==> src/rtl/pcr_pkg.sv <==
// ----------------------------------------------------------------------------
// pcr_pkg
// Shared types, step indexes and the control-word program of the prime
// counter sequencer.
// ----------------------------------------------------------------------------
package pcr_pkg;

  localparam int unsigned PcWidth = 4;

  typedef logic [PcWidth-1:0] pc_t;

  // Datapath action issued by one control word
  typedef enum logic [2:0] {
    ACT_NONE,
    ACT_INIT_DIV,
    ACT_MOD_GO,
    ACT_DIV_INC,
    ACT_CNT_INC,
    ACT_V_INC,
    ACT_DONE
  } act_e;

  // Jump condition of one control word
  typedef enum logic [2:0] {
    COND_NEVER,
    COND_ALWAYS,
    COND_V_GT_HI,
    COND_V_LT_2,
    COND_SQ_GT_V,
    COND_MOD_BUSY,
    COND_REM_ZERO
  } cond_e;

  typedef struct packed {
    act_e  act;
    cond_e cond;
    pc_t   target;
  } ctrl_t;

  // Step indexes of the program
  localparam pc_t StepChkRange = pc_t'(0);
  localparam pc_t StepChkSmall = pc_t'(1);
  localparam pc_t StepChkSq    = pc_t'(2);
  localparam pc_t StepModGo    = pc_t'(3);
  localparam pc_t StepModWait  = pc_t'(4);
  localparam pc_t StepModTest  = pc_t'(5);
  localparam pc_t StepLoop     = pc_t'(6);
  localparam pc_t StepPrime    = pc_t'(7);
  localparam pc_t StepNext     = pc_t'(8);
  localparam pc_t StepDone     = pc_t'(9);

  // Program ROM: per step an action, a condition and a jump target.
  // Without a taken jump the step counter advances by one.
  function automatic ctrl_t pcr_rom(input pc_t pc);
    ctrl_t w;
    unique case (pc)
      StepChkRange: w = '{ACT_NONE,     COND_V_GT_HI,  StepDone};
      StepChkSmall: w = '{ACT_INIT_DIV, COND_V_LT_2,   StepNext};
      StepChkSq:    w = '{ACT_NONE,     COND_SQ_GT_V,  StepPrime};
      StepModGo:    w = '{ACT_MOD_GO,   COND_NEVER,    StepChkRange};
      StepModWait:  w = '{ACT_NONE,     COND_MOD_BUSY, StepModWait};
      StepModTest:  w = '{ACT_DIV_INC,  COND_REM_ZERO, StepNext};
      StepLoop:     w = '{ACT_NONE,     COND_ALWAYS,   StepChkSq};
      StepPrime:    w = '{ACT_CNT_INC,  COND_NEVER,    StepChkRange};
      StepNext:     w = '{ACT_V_INC,    COND_ALWAYS,   StepChkRange};
      StepDone:     w = '{ACT_DONE,     COND_ALWAYS,   StepChkRange};
      default:      w = '{ACT_DONE,     COND_ALWAYS,   StepChkRange};
    endcase
    return w;
  endfunction

endpackage

==> src/rtl/pcr_mod.sv <==
// ----------------------------------------------------------------------------
// pcr_mod
// Bit-serial restoring remainder unit: one quotient bit per cycle.
// ----------------------------------------------------------------------------
module pcr_mod #(
  parameter int unsigned VALUE_WIDTH = 16
) (
  input  logic                   clk_i,
  input  logic                   rst_ni,
  input  logic                   go_i,
  input  logic [VALUE_WIDTH-1:0] dividend_i,
  input  logic [VALUE_WIDTH-1:0] divisor_i,
  output logic                   busy_o,
  output logic [VALUE_WIDTH-1:0] rem_o
);

  localparam int unsigned CntWidth = $clog2(VALUE_WIDTH + 1);

  logic [CntWidth-1:0]    cnt_q, cnt_d;
  logic [VALUE_WIDTH-1:0] dvd_q, dvd_d;
  logic [VALUE_WIDTH-1:0] rem_q, rem_d;
  logic [VALUE_WIDTH:0]   trial;
  logic [VALUE_WIDTH:0]   diff;

  assign busy_o = (cnt_q != '0);
  assign rem_o  = rem_q;

  assign trial = {rem_q, dvd_q[VALUE_WIDTH-1]};
  assign diff  = trial - {1'b0, divisor_i};

  always_comb begin
    cnt_d = cnt_q;
    dvd_d = dvd_q;
    rem_d = rem_q;
    if (go_i) begin
      cnt_d = CntWidth'(VALUE_WIDTH);
      dvd_d = dividend_i;
      rem_d = '0;
    end else if (busy_o) begin
      cnt_d = cnt_q - 1'b1;
      dvd_d = {dvd_q[VALUE_WIDTH-2:0], 1'b0};
      // partial remainder stays below the divisor, so it fits in VALUE_WIDTH
      if (trial >= {1'b0, divisor_i}) begin
        rem_d = diff[VALUE_WIDTH-1:0];
      end else begin
        rem_d = trial[VALUE_WIDTH-1:0];
      end
    end
  end

  always_ff @(posedge clk_i or negedge rst_ni) begin
    if (!rst_ni) begin
      cnt_q <= '0;
    end else begin
      cnt_q <= cnt_d;
    end
  end

  always_ff @(posedge clk_i) begin
    dvd_q <= dvd_d;
    rem_q <= rem_d;
  end

endmodule

==> src/rtl/prime_count_in_range.sv <==
// ----------------------------------------------------------------------------
// prime_count_in_range
// Counts the primes in an inclusive range by trial division, driven by a
// small microcode program.
// ----------------------------------------------------------------------------
// Usage:
//   Raise start with range_low_i / range_high_i while busy is low; the
//   transaction is taken at that clock edge and busy rises. When the count
//   is ready, done_o pulses for one cycle with prime_count_o valid, and busy
//   falls in the same cycle, so the next start can follow right away.
//   The result is never held back: the receiver must take it on the pulse.
// Run time: data dependent. Per value in the range the program checks the
//   range and small values; per trial divisor (2 up to sqrt(value)) it
//   starts the bit-serial remainder unit (one quotient bit per cycle),
//   waits on it and tests the remainder. An empty range answers 0 without
//   any trial division.
// One transaction at a time; start is ignored while busy.
// Reset: rst_ni (async, active low) clears busy, the strobe and the step
//   counter; no clearing pass is needed.
// ----------------------------------------------------------------------------
module prime_count_in_range
  import pcr_pkg::*;
#(
  parameter int unsigned VALUE_WIDTH = 16
) (
  input  logic                   clk_i,
  input  logic                   rst_ni,
  input  logic                   start,
  output logic                   busy,
  input  logic [VALUE_WIDTH-1:0] range_low_i,
  input  logic [VALUE_WIDTH-1:0] range_high_i,
  output logic                   done_o,
  output logic [VALUE_WIDTH:0]   prime_count_o
);

  logic                   busy_q, busy_d;
  logic                   done_q, done_d;
  pc_t                    pc_q, pc_d;
  logic [VALUE_WIDTH:0]   v_q, v_d;
  logic [VALUE_WIDTH-1:0] hi_q, hi_d;
  logic [VALUE_WIDTH-1:0] div_q, div_d;
  logic [VALUE_WIDTH+1:0] sq_q, sq_d;
  logic [VALUE_WIDTH:0]   cnt_q, cnt_d;

  ctrl_t                  ctrl;
  logic                   cond_hit;
  logic                   accept;
  logic                   mod_go;
  logic                   mod_busy;
  logic [VALUE_WIDTH-1:0] mod_rem;

  assign accept        = start && !busy_q;
  assign busy          = busy_q;
  assign done_o        = done_q;
  assign prime_count_o = cnt_q;

  assign ctrl   = pcr_rom(pc_q);
  assign mod_go = busy_q && (ctrl.act == ACT_MOD_GO);

  pcr_mod #(
    .VALUE_WIDTH(VALUE_WIDTH)
  ) u_mod (
    .clk_i      (clk_i),
    .rst_ni     (rst_ni),
    .go_i       (mod_go),
    .dividend_i (v_q[VALUE_WIDTH-1:0]),
    .divisor_i  (div_q),
    .busy_o     (mod_busy),
    .rem_o      (mod_rem)
  );

  always_comb begin
    unique case (ctrl.cond)
      COND_NEVER:    cond_hit = 1'b0;
      COND_ALWAYS:   cond_hit = 1'b1;
      COND_V_GT_HI:  cond_hit = (v_q > {1'b0, hi_q});
      COND_V_LT_2:   cond_hit = (v_q < (VALUE_WIDTH+1)'(2));
      COND_SQ_GT_V:  cond_hit = (sq_q > {1'b0, v_q});
      COND_MOD_BUSY: cond_hit = mod_busy;
      COND_REM_ZERO: cond_hit = (mod_rem == '0);
      default:       cond_hit = 1'b0;
    endcase
  end

  always_comb begin
    busy_d = busy_q;
    done_d = 1'b0;
    pc_d   = pc_q;
    v_d    = v_q;
    hi_d   = hi_q;
    div_d  = div_q;
    sq_d   = sq_q;
    cnt_d  = cnt_q;
    if (accept) begin
      busy_d = 1'b1;
      pc_d   = StepChkRange;
      v_d    = {1'b0, range_low_i};
      hi_d   = range_high_i;
      cnt_d  = '0;
    end else if (busy_q) begin
      pc_d = cond_hit ? ctrl.target : pc_t'(pc_q + 1'b1);
      unique case (ctrl.act)
        ACT_NONE:     ;
        ACT_MOD_GO:   ;
        ACT_INIT_DIV: begin
          div_d = VALUE_WIDTH'(2);
          sq_d  = (VALUE_WIDTH+2)'(4);
        end
        ACT_DIV_INC: begin
          // (d+1)^2 = d^2 + 2d + 1
          div_d = div_q + 1'b1;
          sq_d  = sq_q + (VALUE_WIDTH+2)'({div_q, 1'b1});
        end
        ACT_CNT_INC:  cnt_d = cnt_q + 1'b1;
        ACT_V_INC:    v_d   = v_q + 1'b1;
        ACT_DONE: begin
          busy_d = 1'b0;
          done_d = 1'b1;
        end
        default:      ;
      endcase
    end
  end

  always_ff @(posedge clk_i or negedge rst_ni) begin
    if (!rst_ni) begin
      busy_q <= 1'b0;
      done_q <= 1'b0;
      pc_q   <= StepChkRange;
    end else begin
      busy_q <= busy_d;
      done_q <= done_d;
      pc_q   <= pc_d;
    end
  end

  always_ff @(posedge clk_i) begin
    v_q   <= v_d;
    hi_q  <= hi_d;
    div_q <= div_d;
    sq_q  <= sq_d;
    cnt_q <= cnt_d;
  end

`ifndef SYNTH
  // result strobe and busy release happen together
  a_done_ends_busy: assert property (@(posedge clk_i) disable iff (!rst_ni)
    done_o |-> !busy && $past(busy))
    else $error("done without a running transaction");

  // a new transaction starts the program with a cleared count
  a_start_clears: assert property (@(posedge clk_i) disable iff (!rst_ni)
    (start && !busy) |=> busy && (pc_q == StepChkRange) && (prime_count_o == '0))
    else $error("transaction start did not initialize");

  // the remainder unit only runs while the program waits on it
  a_mod_wait: assert property (@(posedge clk_i) disable iff (!rst_ni)
    mod_busy |-> busy_q && (pc_q == StepModWait))
    else $error("remainder unit busy outside the wait step");
`endif

endmodule

==> config.mk <==
export PLATFORM = sky130hd
export DESIGN_NAME = prime_count_in_range
export DESIGN_NICKNAME = d
export VERILOG_FILES = /design/src/rtl/pcr_pkg.sv /design/src/rtl/pcr_mod.sv /design/src/rtl/prime_count_in_range.sv
export SDC_FILE = /design/constraint.sdc
export NUM_CORES = 1
export LEC_CHECK = 0
export BUFFER_PORTS_ARGS = -buffer_cell sky130_fd_sc_hd__buf_2
export CAP_MARGIN = 20
export CORE_UTILIZATION = 26
export DETAILED_ROUTE_END_ITERATION = 8
export PLACE_DENSITY = 0.52
export SLEW_MARGIN = 40
export SYNTH_ARGS = -nofsm -noshare
export SYNTH_HDL_FRONTEND = slang
export SYNTH_SLANG_ARGS = --single-unit
==> constraint.sdc <==
create_clock -name clk_i -period 2.7 [get_ports clk_i]
set_input_delay 0.405 -clock clk_i [delete_from_list [all_inputs] [get_ports clk_i]]
set_output_delay 0.405 -clock clk_i [all_outputs]
set_load 0.01 [all_outputs]
==> flow_summary.json <==
{
  "status": "finished clean",
  "grt_pass1_wl_um": 33300,
  "max_freq_mhz": 395,
  "finalHoldViolations": 0,
  "setup_tns_ps": 0,
  "critPathRequiredTime_ps": 3000,
  "synth_edf_count": 82,
  "synth_flop_cell": "edfxtp_1",
  "wl_met3_um": 791,
  "vias": 6610,
  "netlist_instances": 879,
  "wl_per_cell_um": 14.7,
  "synth_area_um2": 8140,
  "gr-total-overflow": 0,
  "setup-violations-final": 0,
  "cts_tree": "built",
  "die_area_um2": 32000,
  "power.density_nw_per_um2": 1190,
  "cts.sinks": 127,
  "core_area_um2": 30700,
  "wl_met2_um": 9130,
  "ctsLongestPathBuffers": 2,
  "critPathLaunchType": "flip-flop",
  "vdd_drop_max_v": 0.000449,
  "clkTransAtPathRegs_ps": 70,
  "drive_gt1_share_pct": 17.6,
  "cp-end-kind": "flip-flop",
  "syn_area_per_cell_um2": 9.26,
  "drc": 0,
  "dr.pass1.iters": 4,
  "async_flop_share_pct": 8.66,
  "core.rowCount": 64,
  "start_util_pct": 26.5,
  "grt_max_degree": 38,
  "grt_pass1_vias": 6401,
  "finish.utilization_pct": 32.6,
  "die_x_um": 179,
  "synthDistinctLibCells": 63,
  "area_growth_pct": 23.0,
  "cts_made_buffers": 17,
  "seq_area_frac_synth_pct": 42.0,
  "dr.max_layer_used": "met4",
  "drt-initial-drc-count": 320,
  "cts_root_buf": "clkbuf_16",
  "min_period_ps": 2530,
  "htreeDepth": 4,
  "antennaDiodeCount": 0,
  "layout.nets": 1100,
  "critPathArrivalTime_ps": 2830,
  "antenna_left": 0,
  "routed_wl_um": 20500,
  "slew_viol_final": 0,
  "die_h_um": 179,
  "m1WireLength_um": 10200,
  "worstMarginPinSlew_ps": 628,
  "ys_warn_count": 0,
  "cap_violations": 0,
  "insertion_delay_ps": 420,
  "slew_headroom_pct": 57.8,
  "routabilityCongestion": 0.817,
  "track_usage_pct": 13.3,
  "synth-seq-cells": 127,
  "cp_max_fo": 4,
  "io_buffers": 53,
  "clock_skew_ps": 10.7,
  "antenna_found_initial": 0,
  "finalCritPeriodShare_pct": 93.7,
  "hold_path_class": "primary input to flip-flop",
  "place_hpwl_um": 15400,
  "p_leak_nw": 4.15,
  "via_per_inst": 4.73,
  "path_class": "flip-flop to flip-flop",
  "syn_nets": 992,
  "rsz0062_at_grt": "no",
  "ios": 54
}
-- report_power, final --
group / switching, mW / internal (mW)
clock: 0.952 / 1.56
sequential: 0.494 / 2.88
combinational: 3.43 / 2.60
total: 4.88 / 7.05
-- worst paths after layout --
check                                               start                              to  slack, ps  depth (start not counted)
setup / recovery                     v_q[16]$_SDFFE_PP0P_             pc_q[2]$_DFFE_PN0P_        170                         10
setup reg to reg                     v_q[16]$_SDFFE_PP0P_             pc_q[2]$_DFFE_PN0P_        170                         10
max in group asynchronous                          rst_ni             pc_q[0]$_DFFE_PN0P_       2060                          2
hold / removal                           range_high_i[10]              hi_q[10]$_DFFE_PP_        150                          1
min in group asynchronous                          rst_ni             pc_q[1]$_DFFE_PN0P_        400                          2
hold reg to reg            prime_count_o[16]$_SDFFE_PP0P_  prime_count_o[16]$_SDFFE_PP0P_        510                          2
-- metal layers --
| metal | vias up | track usage [%] |
|---|---|---|
| met3 | 23 | 2.46 |
| met1 | 3080 | 18.3 |
| li1 | 3385 | - |
| met5 | - | 0 |
| met2 | 122 | 20.5 |
| met4 | 0 | 4.87 |
-- Yosys cell counts, types with 3 or more instances --
cell type  instances  area [µm²]
nor2_1            91         342
nand2_1           89         334
edfxtp_1          82        2460
ha_1              76         951
o21ai_0           74         370
inv_1             69         259
xnor2_1           45         394
a21oi_1           36         180
dfxtp_1           34         681
nand3_1           31         155
nor3_1            24         120
clkbuf_1          21        78.8
xor2_1            20         175
a31oi_1           16         100
nand4_1           16         100
nor4_1            14        87.6
and3_1            11        68.8
dfrtp_1           11         275
a211oi_1          10        75.1
nor2b_1            9        56.3
nand2b_1           8        50.1
a21o_1             7        52.6
a41oi_1            6        52.6
o21a_1             6        45.0
o31ai_1            6        45.0
o31a_1             5        43.8
and2_1             4        25.0
o21bai_1           4        30.0
and4_1             3        26.3
mux2_2             3        33.8
mux2i_1            3        30.0
nor3b_1            3        22.5
o211ai_1           3        22.5
or2_2              3        18.8
or3_1              3        18.8
-- timing repair --
item | 4_1_cts | 5_1_grt
buffers inserted | 0 | 8
hold buffers | 1 | 0
hold endpoints to repair | 11 | 0
setup endpoints to repair | 0 | 23
resized for setup | 0 | 23
-- kinds of logic after synthesis --
family	count (synthesis)	synth area share, %
mux	6	0.784
xor+xnor	65	7.00
compound gates	190	14.5
fa+ha+maj	78	12.2
buf+inv	93	4.63
simple gates	320	18.8
flops	127	42.0
-- critical path, cell delays in order (launching register included) --
cell	delay (ps)
dfxtp_1	410
inv_1	120
ha_1	340
a211oi_1	280
nand2_1	110
a211oi_1	250
o211a_1	200
o31a_1	180
buf_4	140
a211oi_1	60
a311o_1	320
-- layout make-up --
cell class	instances	area, µm²
flip-flops and latches	127	3420
multi-input cells	659	4440
inverters	69	259
well taps	396	495
clock buffers	17	425
clock inverters	15	209
fillers	3181	20700
repair buffers	113	756
-- through the flow --
stage / power [mW] / hold slack, ps / setup WS, ps / area, µm² / std cells
2_1_floorplan: 7.40 / 109 / 48.7 / 8140 / 879
4_1_cts: 11.8 / 134 / 51.6 / 9850 / 1388
3_3_place_gp: 9.16 / 301 / 88.4 / 9210 / 1355
5_1_grt: 12.9 / 133 / 4.98 / 10000 / 1396
3_5_place_dp: 9.20 / 297 / 88.3 / 9210 / 1355
6_report: 11.9 / 150 / 171 / 10000 / 1396
-- placed cells by master, fill, tap and decap left out, types with 11 or more instances in the layout --
cell       Yosys  routed
nand2_1       89      89
buf_2          0      53
nand3_1       31      30
edfxtp_1      82      82
a21oi_1       36      34
clkbuf_16      0      17
nor3_1        24      22
inv_1         69      68
xnor2_1       45      45
nor4_1        14      13
xor2_1        20      20
buf_4          1      56
nand4_1       16      16
a31oi_1       16      16
o21ai_0       74      73
and3_1        11      11
nor2_1        91      91
ha_1          76      76
dfxtp_1       34      34
-- state kept, by name, indices dropped and copies added (netlist names) --
| name | count |
|---|---|
| busy | 1 |
| prime_count_o | 17 |
| u_mod.cnt_q | 5 |
| pc_q | 4 |
| done_o | 1 |
| div_q | 16 |
| sq_q | 18 |
| u_mod.dvd_q | 16 |
| hi_q | 16 |
| v_q | 17 |
| u_mod.rem_o | 16 |
Note: power is estimated with default switching activity, not from simulation.
